<file path="src/rtl/core/lfs_pkg.sv">
// Shared types, register indexes and constants for the link fallback supervisor.
package lfs_pkg;

    // Highest scan channel; a step past it wraps to channel 1
    localparam logic [3:0] MAX_CHANNEL = 4'd13;
    localparam logic [3:0] FIRST_CHANNEL = 4'd1;

    // Configuration register indexes
    localparam logic [2:0] CFG_IS_HUB       = 3'd0;
    localparam logic [2:0] CFG_MONITOR      = 3'd1;
    localparam logic [2:0] CFG_JOIN_TO      = 3'd2;
    localparam logic [2:0] CFG_VALIDATE_TO  = 3'd3;
    localparam logic [2:0] CFG_CHECK_PERIOD = 3'd4;
    localparam logic [2:0] CFG_SCAN_PERIOD  = 3'd5;
    localparam logic [2:0] CFG_RETRY_PERIOD = 3'd6;

    // Configuration reset values
    localparam logic [31:0] RST_JOIN_TO      = 32'd15000;
    localparam logic [31:0] RST_VALIDATE_TO  = 32'd10000;
    localparam logic [31:0] RST_CHECK_PERIOD = 32'd2000;
    localparam logic [31:0] RST_SCAN_PERIOD  = 32'd500;
    localparam logic [31:0] RST_RETRY_PERIOD = 32'd60000;

    // Input word kinds
    typedef enum logic [1:0] {
        ACT_TICK  = 2'd0,
        ACT_FAIL  = 2'd1,
        ACT_START = 2'd2
    } t_action;

    // Link modes
    typedef enum logic [1:0] {
        MODE_JOINING    = 2'd0,
        MODE_VALIDATING = 2'd1,
        MODE_CONNECTED  = 2'd2,
        MODE_FALLBACK   = 2'd3
    } t_mode;

    // Configuration register set
    typedef struct packed {
        logic        is_hub;
        logic        monitor_present;
        logic [31:0] join_timeout_ms;
        logic [31:0] validate_timeout_ms;
        logic [31:0] check_period_ms;
        logic [31:0] scan_period_ms;
        logic [31:0] retry_period_ms;
    } t_cfg;

    // One input word
    typedef struct packed {
        logic [1:0]  action;
        logic [31:0] now_ms;
        logic        radio_linked;
        logic        internet_ok;
    } t_item;

    // One result word
    typedef struct packed {
        logic [1:0] link_mode;
        logic [3:0] scan_channel;
        logic       start_join;
        logic       drop_join;
        logic       tune_channel;
        logic       entered_fallback;
    } t_res;

endpackage

</file>
<file path="src/rtl/core/lfs_cfg_regs.sv">
// Configuration register file of the link fallback supervisor.
module lfs_cfg_regs
    import lfs_pkg::*;
(
    input  logic        i_clk,
    input  logic        i_rst_n,
    input  logic        i_wr,
    input  logic [2:0]  i_index,
    input  logic [31:0] i_data,
    output t_cfg        o_cfg
);

    t_cfg r_cfg;

    // Register writes; indexes past the list are dropped
    always_ff @(posedge i_clk) begin
        if (!i_rst_n) begin
            r_cfg.is_hub              <= 1'b0;
            r_cfg.monitor_present     <= 1'b0;
            r_cfg.join_timeout_ms     <= RST_JOIN_TO;
            r_cfg.validate_timeout_ms <= RST_VALIDATE_TO;
            r_cfg.check_period_ms     <= RST_CHECK_PERIOD;
            r_cfg.scan_period_ms      <= RST_SCAN_PERIOD;
            r_cfg.retry_period_ms     <= RST_RETRY_PERIOD;
        end else if (i_wr) begin
            case (i_index)
                CFG_IS_HUB:       r_cfg.is_hub              <= i_data[0];
                CFG_MONITOR:      r_cfg.monitor_present     <= i_data[0];
                CFG_JOIN_TO:      r_cfg.join_timeout_ms     <= i_data;
                CFG_VALIDATE_TO:  r_cfg.validate_timeout_ms <= i_data;
                CFG_CHECK_PERIOD: r_cfg.check_period_ms     <= i_data;
                CFG_SCAN_PERIOD:  r_cfg.scan_period_ms      <= i_data;
                CFG_RETRY_PERIOD: r_cfg.retry_period_ms     <= i_data;
                default: ;
            endcase
        end
    end

    assign o_cfg = r_cfg;

endmodule

</file>
<file path="src/rtl/core/lfs_core.sv">
// Mode state, timestamps and channel with the single-pass next-state logic.
module lfs_core
    import lfs_pkg::*;
(
    input  logic  i_clk,
    input  logic  i_rst_n,
    input  logic  i_step,
    input  t_item i_item,
    input  t_cfg  i_cfg,
    output t_res  o_res
);

    t_mode       r_mode, n_mode;
    logic [31:0] r_phase_start, n_phase_start;
    logic [31:0] r_last_check, n_last_check;
    logic [31:0] r_last_scan, n_last_scan;
    logic [3:0]  r_channel, n_channel;

    logic [31:0] el_phase, el_check, el_scan;
    logic [4:0]  ch_inc;
    logic        inet, go_fb, go_jn;
    logic        st_join, st_drop, st_tune, st_entered;

    // Wrapping elapsed times and the next scan channel
    assign el_phase = i_item.now_ms - r_phase_start;
    assign el_check = i_item.now_ms - r_last_check;
    assign el_scan  = i_item.now_ms - r_last_scan;
    assign ch_inc   = {1'b0, r_channel} + 5'd1;
    assign inet     = i_item.internet_ok & i_cfg.monitor_present;

    // Decide the mode change for this word
    always_comb begin
        n_mode        = r_mode;
        n_phase_start = r_phase_start;
        n_last_check  = r_last_check;
        n_last_scan   = r_last_scan;
        n_channel     = r_channel;
        go_fb         = 1'b0;
        go_jn         = 1'b0;
        st_drop       = 1'b0;
        st_tune       = 1'b0;
        case (i_item.action)
            ACT_TICK: begin
                case (r_mode)
                    MODE_JOINING: begin
                        if (i_item.radio_linked) begin
                            n_mode        = MODE_VALIDATING;
                            n_phase_start = i_item.now_ms;
                        end else if (el_phase > i_cfg.join_timeout_ms) begin
                            go_fb = 1'b1;
                        end
                    end
                    MODE_VALIDATING: begin
                        if (inet) begin
                            n_mode = MODE_CONNECTED;
                        end else if (el_phase > i_cfg.validate_timeout_ms ||
                                     !i_item.radio_linked) begin
                            go_fb = 1'b1;
                        end
                    end
                    MODE_CONNECTED: begin
                        if (el_check >= i_cfg.check_period_ms) begin
                            n_last_check = i_item.now_ms;
                            if (!i_item.radio_linked ||
                                (i_cfg.monitor_present && !i_item.internet_ok)) begin
                                go_fb = 1'b1;
                            end
                        end
                    end
                    default: begin
                        // fallback: channel scan, then the rejoin timer
                        if (el_scan >= i_cfg.scan_period_ms) begin
                            n_last_scan = i_item.now_ms;
                            if (!i_cfg.is_hub) begin
                                n_channel = (ch_inc > {1'b0, MAX_CHANNEL}) ?
                                            FIRST_CHANNEL : ch_inc[3:0];
                                st_tune   = 1'b1;
                            end
                        end
                        if (el_check >= i_cfg.retry_period_ms) begin
                            n_last_check = i_item.now_ms;
                            go_jn        = 1'b1;
                        end
                    end
                endcase
            end
            ACT_FAIL: begin
                if (r_mode == MODE_CONNECTED) begin
                    go_fb = 1'b1;
                end
            end
            ACT_START: begin
                st_drop = !i_cfg.is_hub;
                go_jn   = 1'b1;
            end
            default: ;
        endcase

        // enter fallback
        st_entered = 1'b0;
        if (go_fb) begin
            st_entered   = (r_mode != MODE_FALLBACK);
            n_mode       = MODE_FALLBACK;
            n_last_check = i_item.now_ms;
            n_last_scan  = i_item.now_ms;
            st_drop      = !i_cfg.is_hub;
        end

        // start a join
        st_join = go_jn;
        if (go_jn) begin
            n_mode        = MODE_JOINING;
            n_phase_start = i_item.now_ms;
        end
    end

    // State registers advance once per processed word
    always_ff @(posedge i_clk) begin
        if (!i_rst_n) begin
            r_mode        <= MODE_JOINING;
            r_phase_start <= '0;
            r_last_check  <= '0;
            r_last_scan   <= '0;
            r_channel     <= FIRST_CHANNEL;
        end else if (i_step) begin
            r_mode        <= n_mode;
            r_phase_start <= n_phase_start;
            r_last_check  <= n_last_check;
            r_last_scan   <= n_last_scan;
            r_channel     <= n_channel;
        end
    end

    // Result of the word being processed
    assign o_res.link_mode        = n_mode;
    assign o_res.scan_channel     = n_channel;
    assign o_res.start_join       = st_join;
    assign o_res.drop_join        = st_drop;
    assign o_res.tune_channel     = st_tune;
    assign o_res.entered_fallback = st_entered;

    // Channel stays within the scan range
    a_channel_range: assert property (@(posedge i_clk) disable iff (!i_rst_n)
        (r_channel != 4'd0) && (r_channel <= MAX_CHANNEL))
        else $error("scan channel out of range");

    // A hub never disconnects or retunes
    a_hub_quiet: assert property (@(posedge i_clk) disable iff (!i_rst_n)
        (i_step && i_cfg.is_hub) |-> (!st_drop && !st_tune))
        else $error("hub issued drop or tune");

    // Entering fallback lands in fallback mode
    a_entered_mode: assert property (@(posedge i_clk) disable iff (!i_rst_n)
        (i_step && st_entered) |=> (r_mode == MODE_FALLBACK))
        else $error("entered fallback but mode differs");

    // A join strobe leaves the block joining with a fresh phase mark
    a_join_mark: assert property (@(posedge i_clk) disable iff (!i_rst_n)
        (i_step && st_join) |=>
        (r_mode == MODE_JOINING && r_phase_start == $past(i_item.now_ms)))
        else $error("join strobe without join state");

    // Retune only happens from fallback
    a_tune_fallback: assert property (@(posedge i_clk) disable iff (!i_rst_n)
        (i_step && st_tune) |-> (r_mode == MODE_FALLBACK))
        else $error("retune outside fallback");

endmodule

</file>
<file path="src/rtl/core/link_fallback_supervisor.sv">
// Top level of the link fallback supervisor: stream ports, input and result registers.
//
// Usage:
//   Slave stream (i_s_axis_*) carries one event word: tuser is the action
//   (tick, internet failure report, start command), tdata the timestamp and
//   the link and internet flags. Master stream (o_m_axis_*) returns exactly
//   one result word per event: mode, scan channel and command strobes.
//   Configuration is a separate write channel (i_cfg_valid/o_cfg_ready,
//   index and 32-bit data); it is always ready; it must be written while idle, which the block does not enforce.
//   An accepted word passes the input register, then the result register.
//   Throughput: one word per cycle while the receiver takes results; the
//   mode and timestamp registers are updated in the same cycle as the result
//   register, so the next word sees the new state at once.
//   When the receiver stalls, the result register holds and the input
//   register still takes one more word; after that tready drops until the
//   result is taken.
//   Reset (synchronous, active low) returns the registers to their defaults,
//   the mode to joining, channel to 1 and empties both stages.
module link_fallback_supervisor
    import lfs_pkg::*;
(
    input  logic        i_clk,
    input  logic        i_rst_n,
    // event stream
    input  logic        i_s_axis_tvalid,
    output logic        o_s_axis_tready,
    input  logic [39:0] i_s_axis_tdata,  // now_ms[31:0], radio_linked, internet_ok, zero pad
    input  logic [1:0]  i_s_axis_tuser,  // action[1:0]
    // result stream
    output logic        o_m_axis_tvalid,
    input  logic        i_m_axis_tready,
    output logic [15:0] o_m_axis_tdata,  // link_mode[1:0], scan_channel[5:2], start_join,
                                         // drop_join, tune_channel, entered_fallback, zero pad
    // configuration write channel
    input  logic        i_cfg_valid,
    output logic        o_cfg_ready,
    input  logic [2:0]  i_cfg_index,
    input  logic [31:0] i_cfg_data
);

    t_cfg  cfg;
    t_item r_item;
    logic  r_in_valid;
    t_res  r_res;
    logic  r_out_valid;
    t_res  res;
    logic  out_free, step;

    assign o_cfg_ready = 1'b1;

    lfs_cfg_regs u_cfg (
        .i_clk   (i_clk),
        .i_rst_n (i_rst_n),
        .i_wr    (i_cfg_valid),
        .i_index (i_cfg_index),
        .i_data  (i_cfg_data),
        .o_cfg   (cfg)
    );

    // Handshake: process the held word when the result slot is free
    assign out_free        = !r_out_valid || i_m_axis_tready;
    assign step            = r_in_valid && out_free;
    assign o_s_axis_tready = !r_in_valid || out_free;

    // Input register
    always_ff @(posedge i_clk) begin
        if (!i_rst_n) begin
            r_in_valid <= 1'b0;
        end else if (o_s_axis_tready) begin
            r_in_valid <= i_s_axis_tvalid;
        end
    end

    always_ff @(posedge i_clk) begin
        if (o_s_axis_tready && i_s_axis_tvalid) begin
            r_item.action       <= i_s_axis_tuser;
            r_item.now_ms       <= i_s_axis_tdata[31:0];
            r_item.radio_linked <= i_s_axis_tdata[32];
            r_item.internet_ok  <= i_s_axis_tdata[33];
        end
    end

    lfs_core u_core (
        .i_clk   (i_clk),
        .i_rst_n (i_rst_n),
        .i_step  (step),
        .i_item  (r_item),
        .i_cfg   (cfg),
        .o_res   (res)
    );

    // Result register
    always_ff @(posedge i_clk) begin
        if (!i_rst_n) begin
            r_out_valid <= 1'b0;
        end else if (out_free) begin
            r_out_valid <= r_in_valid;
        end
    end

    always_ff @(posedge i_clk) begin
        if (step) begin
            r_res <= res;
        end
    end

    assign o_m_axis_tvalid = r_out_valid;
    assign o_m_axis_tdata  = {6'd0,
                              r_res.entered_fallback,
                              r_res.tune_channel,
                              r_res.drop_join,
                              r_res.start_join,
                              r_res.scan_channel,
                              r_res.link_mode};

endmodule
</file>
<file path="config.mk">
export PLATFORM = sky130hd
export DESIGN_NAME = link_fallback_supervisor
export DESIGN_NICKNAME = d
export VERILOG_FILES = /design/src/rtl/core/lfs_pkg.sv /design/src/rtl/core/lfs_cfg_regs.sv /design/src/rtl/core/lfs_core.sv /design/src/rtl/core/link_fallback_supervisor.sv
export SDC_FILE = /design/constraint.sdc
export NUM_CORES = 1
export LEC_CHECK = 0
export ABC_AREA = 1
export BUFFER_PORTS_ARGS = -buffer_cell sky130_fd_sc_hd__buf_4
export CAP_MARGIN = 0
export CORE_MARGIN = 2
export CORE_UTILIZATION = 60
export CTS_CLUSTER_SIZE = 16
export DETAILED_ROUTE_END_ITERATION = 8
export GPL_TIMING_DRIVEN = 0
export PLACE_DENSITY = 0.81
export RECOVER_POWER = 25
export SLEW_MARGIN = 20
export SYNTH_ARGS = -nofsm -noshare
export SYNTH_HDL_FRONTEND = slang
export SYNTH_HIERARCHICAL = 1
export SYNTH_SLANG_ARGS = --single-unit
</file>
<file path="constraint.sdc">
create_clock -name i_clk -period 9 [get_ports i_clk]
set_input_delay 1.35 -clock i_clk [delete_from_list [all_inputs] [get_ports i_clk]]
set_output_delay 1.35 -clock i_clk [all_outputs]
set_load 0.01 [all_outputs]
</file>
# --- Yosys cells after proc, flatten, opt, wreduce, memory -nomap -nowiden ---
# Cells that the tools add are included.
classes:
  add_sub_neg: 4
  n_lt_le_gt_ge: 6
  eq_ne: 14
  n_mux: 39
  bitwise: 3
  reduce_logical: 34
ops:
  columns: ["op", "count"]
  rows:
  - ["two-way mux 32 bit", 12]
  - [">= comparator 32 bit", 3]
  - ["subtractor 32 bit", 3]
  - ["> comparator 32 bit", 2]
  - ["one-hot mux 32 bit (2 select lines)", 1]
  - ["two-way mux 4 bit", 5]
  - ["AND reduction 2 bit", 7]
  - ["two-way mux 1 bit", 12]
  - ["two-way mux 2 bit", 5]
  - ["nonzero test 2 bit", 5]
  - ["equality test 3 bit (second input constant)", 3]
  - ["AND reduction 4 bit", 2]
  - ["equality test 3 x 2 -> 1 bit (second input constant)", 2]
  - ["adder 4 x 1 -> 5 bit (second input constant)", 1]
  - ["> comparator 5 x 4 -> 1 bit (second input constant)", 1]
  - ["zero test 1 bit", 5]
  - ["AND reduction 5 bit", 1]
  - ["OR reduction 5 bit", 1]
  - ["equality test 2 x 1 -> 1 bit (second input constant)", 2]
  - ["equality test 2 bit (second input constant)", 2]
  - ["zero test 2 bit", 2]
  - ["logical OR 1 bit", 4]
  - ["!= test 2 x 1 -> 1 bit (second input constant)", 2]
  - ["one-hot mux 1 bit (2 select lines)", 2]
  - ["other kinds (12)", 15]
totals:
  regBits: 312
  output_inout_bits: 19
  elab_cells: 124

# --- Logic depth before layout (Yosys ltp) ---
depth:
  ltp_word: 9
  ltp_mapped: 34
  mapped_depth_nobuf: 33

# --- Hierarchy ---
# The synthesis kept the hierarchy.
modules_own_cells:
  columns: ["module", "n_inst", "cells_per_inst", "area_each_um2"]
  rows:
  - ["lfs_core", 1, 2170, 13823.3]
  - ["lfs_cfg_regs", 1, 897, 6256.0]
  - ["link_fallback_supervisor", 1, 68, 1536.5]

# --- Least setup slack after synthesis ---
# No wires, ideal clock.
synth_path:
  path_kind: "register -> register"
  startpoint: "reg r_item[2] (netlist bit)"
  endpoint: "reg r_res (netlist bit o_m_axis_tdata[7]) (data pin)"
  arrival_ns: 3.610
  path_slack_ns: 5.139
  stages_incl_launch_ff: 32
  n_path_buf: 1
  period_less_slack_ns: 3.861
  path_cell_list: "edfxtp_1 -> inv_1 -> ha_1 -> inv_1 -> fa_1 -> nand3_1 -> nand2_1 -> nand2_1 -> nand3_1 -> nand3_1 -> nand2_1 -> nand2_1 -> nand2_2 -> a21oi_2 -> o21ai_2 -> a21oi_1 -> xnor2_1 -> ha_1 -> nand2_1 -> nor2_1 -> nand4_1 -> nor2_1 -> nand4_1 -> nand2_1 -> nand2_1 -> nand2_1 -> nand2_2 -> a21boi_0 -> inv_1 -> nor2_1 -> nor2_1 -> buf_4"
synth_between:
  elab_chain_len: 8
  elab_cells_between_ends: 14
synth_lines:
  columns: ["element", "line", "text"]
  rows:
  - ["from (decl)", "link_fallback_supervisor.sv:42", "t_item r_item;"]
  - ["subtractor 32 bit", "lfs_core.sv:25", "assign el_phase = i_item.now_ms - r_phase_start;"]
  - ["> comparator 32 bit", "lfs_core.sv:56", "end else if (el_phase > i_cfg.validate_timeout_ms ||"]
  - ["logical OR 1 bit", "lfs_core.sv:56", null]
  - ["two-way mux 1 bit", "lfs_core.sv:56", null]
  - ["two-way mux 1 bit", "lfs_core.sv:54", "if (inet) begin"]
  - ["one-hot mux 1 bit (3 select lines) *", "lfs_core.sv:44", "case (r_mode)"]
  - ["one-hot mux 1 bit (2 select lines) *", "lfs_core.sv:42", "case (i_item.action)"]
  - ["two-way mux 1 bit *", "lfs_core.sv:101", "if (go_fb) begin"]
  - ["via u_core.st_drop", "lfs_core.sv:22", "logic st_join, st_drop, st_tune, st_entered;"]
  - ["to (signal assigned)", "link_fallback_supervisor.sv:103", "r_res <= res;"]
  - ["to (decl)", "link_fallback_supervisor.sv:44", "t_res r_res;"]
# Mark *: on every way through the listed nets, which the timed path passes. The rest lies on a longest branch.
# A chain may end at the register's enable or synchronous reset.

# --- Final worst setup path ---
layout_path:
  startpoint: "reg r_item[16] (netlist bit)"
  endpoint: "reg u_core.r_phase_start[3]"
layout_between:
  elab_chain_len: 7
  elab_cells_between_ends: 10
layout_lines:
  columns: ["element", "line", "text"]
  rows:
  - ["subtractor 32 bit *", "lfs_core.sv:26", "assign el_check = i_item.now_ms - r_last_check;"]
  - [">= comparator 32 bit *", "lfs_core.sv:80", "if (el_check >= i_cfg.retry_period_ms) begin"]
  - ["two-way mux 1 bit *", "lfs_core.sv:80", null]
  - ["two-way mux 1 bit *", "lfs_core.sv:44", null]
  - ["one-hot mux 1 bit (2 select lines) *", "lfs_core.sv:42", null]
  - ["nonzero test 2 bit (no source line)", null, null]
  - ["AND reduction 4 bit (no source line)", null, null]
  - ["to (signal assigned)", "lfs_core.sv:127", "r_phase_start <= n_phase_start;"]
  - ["to (decl)", "lfs_core.sv:14", "logic [31:0] r_phase_start, n_phase_start;"]
# Mark *: on every way between the ends. The rest lies on a longest branch, timed or not.

==> impl_metrics.json <==
{
  "status": "finished, violations left",
  "violations": "capacitance limit, slew limit",
  "synth_area_sq_um": 21600,
  "grt_pass1_wl_um": 108000,
  "cts.htree.levels": 2,
  "synth_most_common_cell": "nand2_1",
  "fp-row-count": 69,
  "finalSetupViolCount": 0,
  "sw_frac_of_total": 0.333,
  "clkTransAtPathRegs_ps": 60,
  "die_x_um": 194,
  "critPathMostFrequentCell": "nand3_1",
  "num-fill-cells": 3167,
  "async_flop_share": 0,
  "hold_viol": 0,
  "timing.fmax_mhz": 179,
  "multi_input_comb_area_sq_um": 12500,
  "leakage_nw": 11.1,
  "start_util": 0.609,
  "dpl.hpwl_um": 56900,
  "first_iter_violations": 2126,
  "synth.avg_cell_area_sq_um": 6.89,
  "io_pins": 101,
  "synthMuxAreaShare": 0,
  "worst_pin_slew_ps": 1860,
  "yosys_most_used_dff": "dfxtp_1",
  "wire_per_inst_um": 18.8,
  "synthSimpleGateAreaFrac": 0.280,
  "seqPwrFrac": 0.361,
  "fin_setup_tns_ps": 0,
  "insertion_delay_ps": 580,
  "critical_path.max_stage_delay_ps": 630,
  "post-route-period-util": 0.619,
  "yosys_warnings": 6,
  "fin_nets": 3608,
  "reg2reg_slack_ps": 3430,
  "tritoncts": "done",
  "comb_power_share": 0.264,
  "io_buffers": 87,
  "drc": 0,
  "synth_top_family_by_area": "simple AND/OR/NAND/NOR gates",
  "layout-drive-gt1-share": 0.0756,
  "drv_slew": 32,
  "gp_congestion": 1.01,
  "rsz0062_at_grt": "no",
  "ctsResizeCount": 0,
  "fin_crit_ps": 5570,
  "wirelength_um": 70500,
  "dieArea_sq_um": 37600,
  "required_ps": 9450,
  "root_buffer": "clkbuf_16",
  "synth_xor_area_frac": 0.0377,
  "crit_family": "simple AND/OR/NAND/NOR gates",
  "synth_common_cells": "nand2_1 (613), nor2_1 (471), inv_1 (447)",
  "fin_util": 0.680,
  "ant_nets": 0,
  "crit_chain": "ha_1, nand2_1, nor4_1, nand3_1, nand3_1, nand2_1, o211ai_1, a21oi_1, xor2_1, ha_1, nand2_1, nor2_1, nand4_1, nor4_2, nand3_1, nand3_1, a31oi_4, nand2_4, buf_6, nand3_1, nand2_1, nor2_1",
  "core_sq_um": 35500,
  "synth_edf_count": 46,
  "grt_usage": 0.369,
  "cp-end-kind": "flip-flop",
  "overflow": 0,
  "maxCapViolCount": 1,
  "cts_sinks": 312,
  "p_int_w": 0.00280,
  "synthToLayoutAreaGrowth_pct": 11.6,
  "synth_compound_area_frac": 0.111,
  "antenna_found_initial": 1,
  "synth_top_area_frac": 0.246,
  "syn_inst": 3135,
  "die_height_um": 194,
  "cpMaxStageDelayCell": "nor4_1",
  "grt_pass1_vias": 19900,
  "ys_ff_latch": 312,
  "critPathMaxFanout": 10,
  "synth_cell_type_count": 51,
  "p_switching_w": 0.00140,
  "skew_ps": 28.4,
  "irDropWorstVdd_mv": 0.168,
  "layout.area.seq_sq_um": 6710,
  "cts.path.max_buffers": 3,
  "hp-class": "reg2reg",
  "power_frac_clock": 0.375,
  "critPathArrivalTime_ps": 6020,
  "slew_headroom": -0.238,
  "cts_buffers": 38,
  "p_per_area_nw_per_um2": 174,
  "synth_top_cell_by_area": "dfxtp_1",
  "setup.worst_path.class": "reg2reg",
  "detail_route.first_pass.iterations": 6,
  "vias_per_cell": 5.69,
  "synthAdderAreaFrac": 0.150,
  "synth_area_leaders": "dfxtp_1 (25%), ha_1 (15%), nand2_1 (11%)",
  "cts-hold-fix-buffers": 0,
  "postCtsSetupRepairBufs": 0,
  "grt_max_degree": 32,
  "crit_buf_inv": 1,
  "critPathLaunchType": "flip-flop",
  "synth-seq-area-share": 0.310,
  "antenna_cells": 0,
  "num_vias": 21400
}
==> per-layer routing <==
metal | track usage | wire (um)
met4 | 0.191 | 3900
met2 | 0.563 | 29900
met5 | 0 | 0
met3 | 0.0734 | 7140
met1 | 0.495 | 29600
==> worst reg2reg max path: stages, from the launching register on <==
cell and delay (ps):
edfxtp_1 530, ha_1 450, nand2_1 160, nor4_1 630
nand3_1 160, nand3_1 210, nand2_1 80, o211ai_1 220
a21oi_1 150, xor2_1 440, ha_1 230, nand2_1 80
nor2_1 140, nand4_1 240, nor4_2 370, nand3_1 300
nand3_1 260, a31oi_4 150, nand2_4 230, buf_6 210
nand3_1 90, nand2_1 90, nor2_1 50
==> kinds of logic after synthesis <==
kind of cell             after synthesis
flip-flops                           312
adder cells (fa/ha/maj)              258
AO/OA/AOI/OAI                        439
buffers and inverters                573
other                                  2
XOR/XNOR                              93
AND/OR/NAND/NOR                     1458
==> metrics by stage <==
stage               total power [W]  worst slack [ps]  area [sq um]  hold WS (ps)  std cells
floorplan                   0.00228              5140         21600           429       3140
global placement            0.00258              3800         22900           442       3688
detailed placement          0.00261              3740         22900           444       3689
CTS                         0.00418              3730         24200           459       3755
global route                0.00439              3170         24100           482       3755
finish                      0.00420              3430         24100           456       3755
==> registers in the layout (all words and copies together), names as in the netlist <==
register              cells
o_m_axis_tdata           10
o_m_axis_tvalid           1
r_in_valid                1
r_item                   36
u_cfg/o_cfg             162
u_core/r_channel          4
u_core/r_last_check      32
u_core/r_last_scan       32
u_core/r_mode             2
u_core/r_phase_start     32
==> cells in the final DEF (no fill, tap or decap), drive strengths merged <==
master,n
nand2,618
nor2,473
inv,457
nand3,313
a21oi,294
dfxtp,266
ha,255
buf,133
clkbuf,127
o21ai,83
xor2,69
edfxtp,46
nand4,24
xnor2,24
nor3,18
o21a,12
a31oi,12
o211ai,9
o21bai,9
a21o,8
nor4,8
conb,7
clkinv,7
fa,3
a21boi,3
bufinv,2
nand3b,2
a211oi,2
a221oi,2
o221ai,2
clkinvlp,1
and2,1
o31a,1
or4,1
o221a,1
o31ai,1
==> power groups by stage <==
stage	combinational (W)	sequential (W)	clock (W)
6_report	0.00111	0.00151	0.00157
4_1_cts	0.00108	0.00151	0.00159
2_1_floorplan	0.000753	0.00153	0
3_3_place_gp	0.00104	0.00154	0
3_5_place_dp	0.00107	0.00154	0
5_1_grt	0.00123	0.00152	0.00164
==> path summary, 6_finish.rpt <==
kind	startpoint	endpoint	cells past startpoint
max reg2reg	r_item[16]	u_core/r_phase_start[3]	22
min reg2reg	u_cfg/o_cfg[6]	u_cfg/o_cfg[6]	2
min	u_cfg/o_cfg[6]	u_cfg/o_cfg[6]	2
max	r_item[16]	u_core/r_phase_start[3]	22
==> final cells by class <==
cell class	instances	area share
plain buffers	121	0.0285
clock buffers	51	0.0466
clock inverters	15	0.00633
inverters	452	0.0703
multi-input cells	2255	0.519
flip-flops and latches	312	0.278
well taps	461	0.0239
repair buffers	88	0.0271
Power figures use the tool's default switching activity.
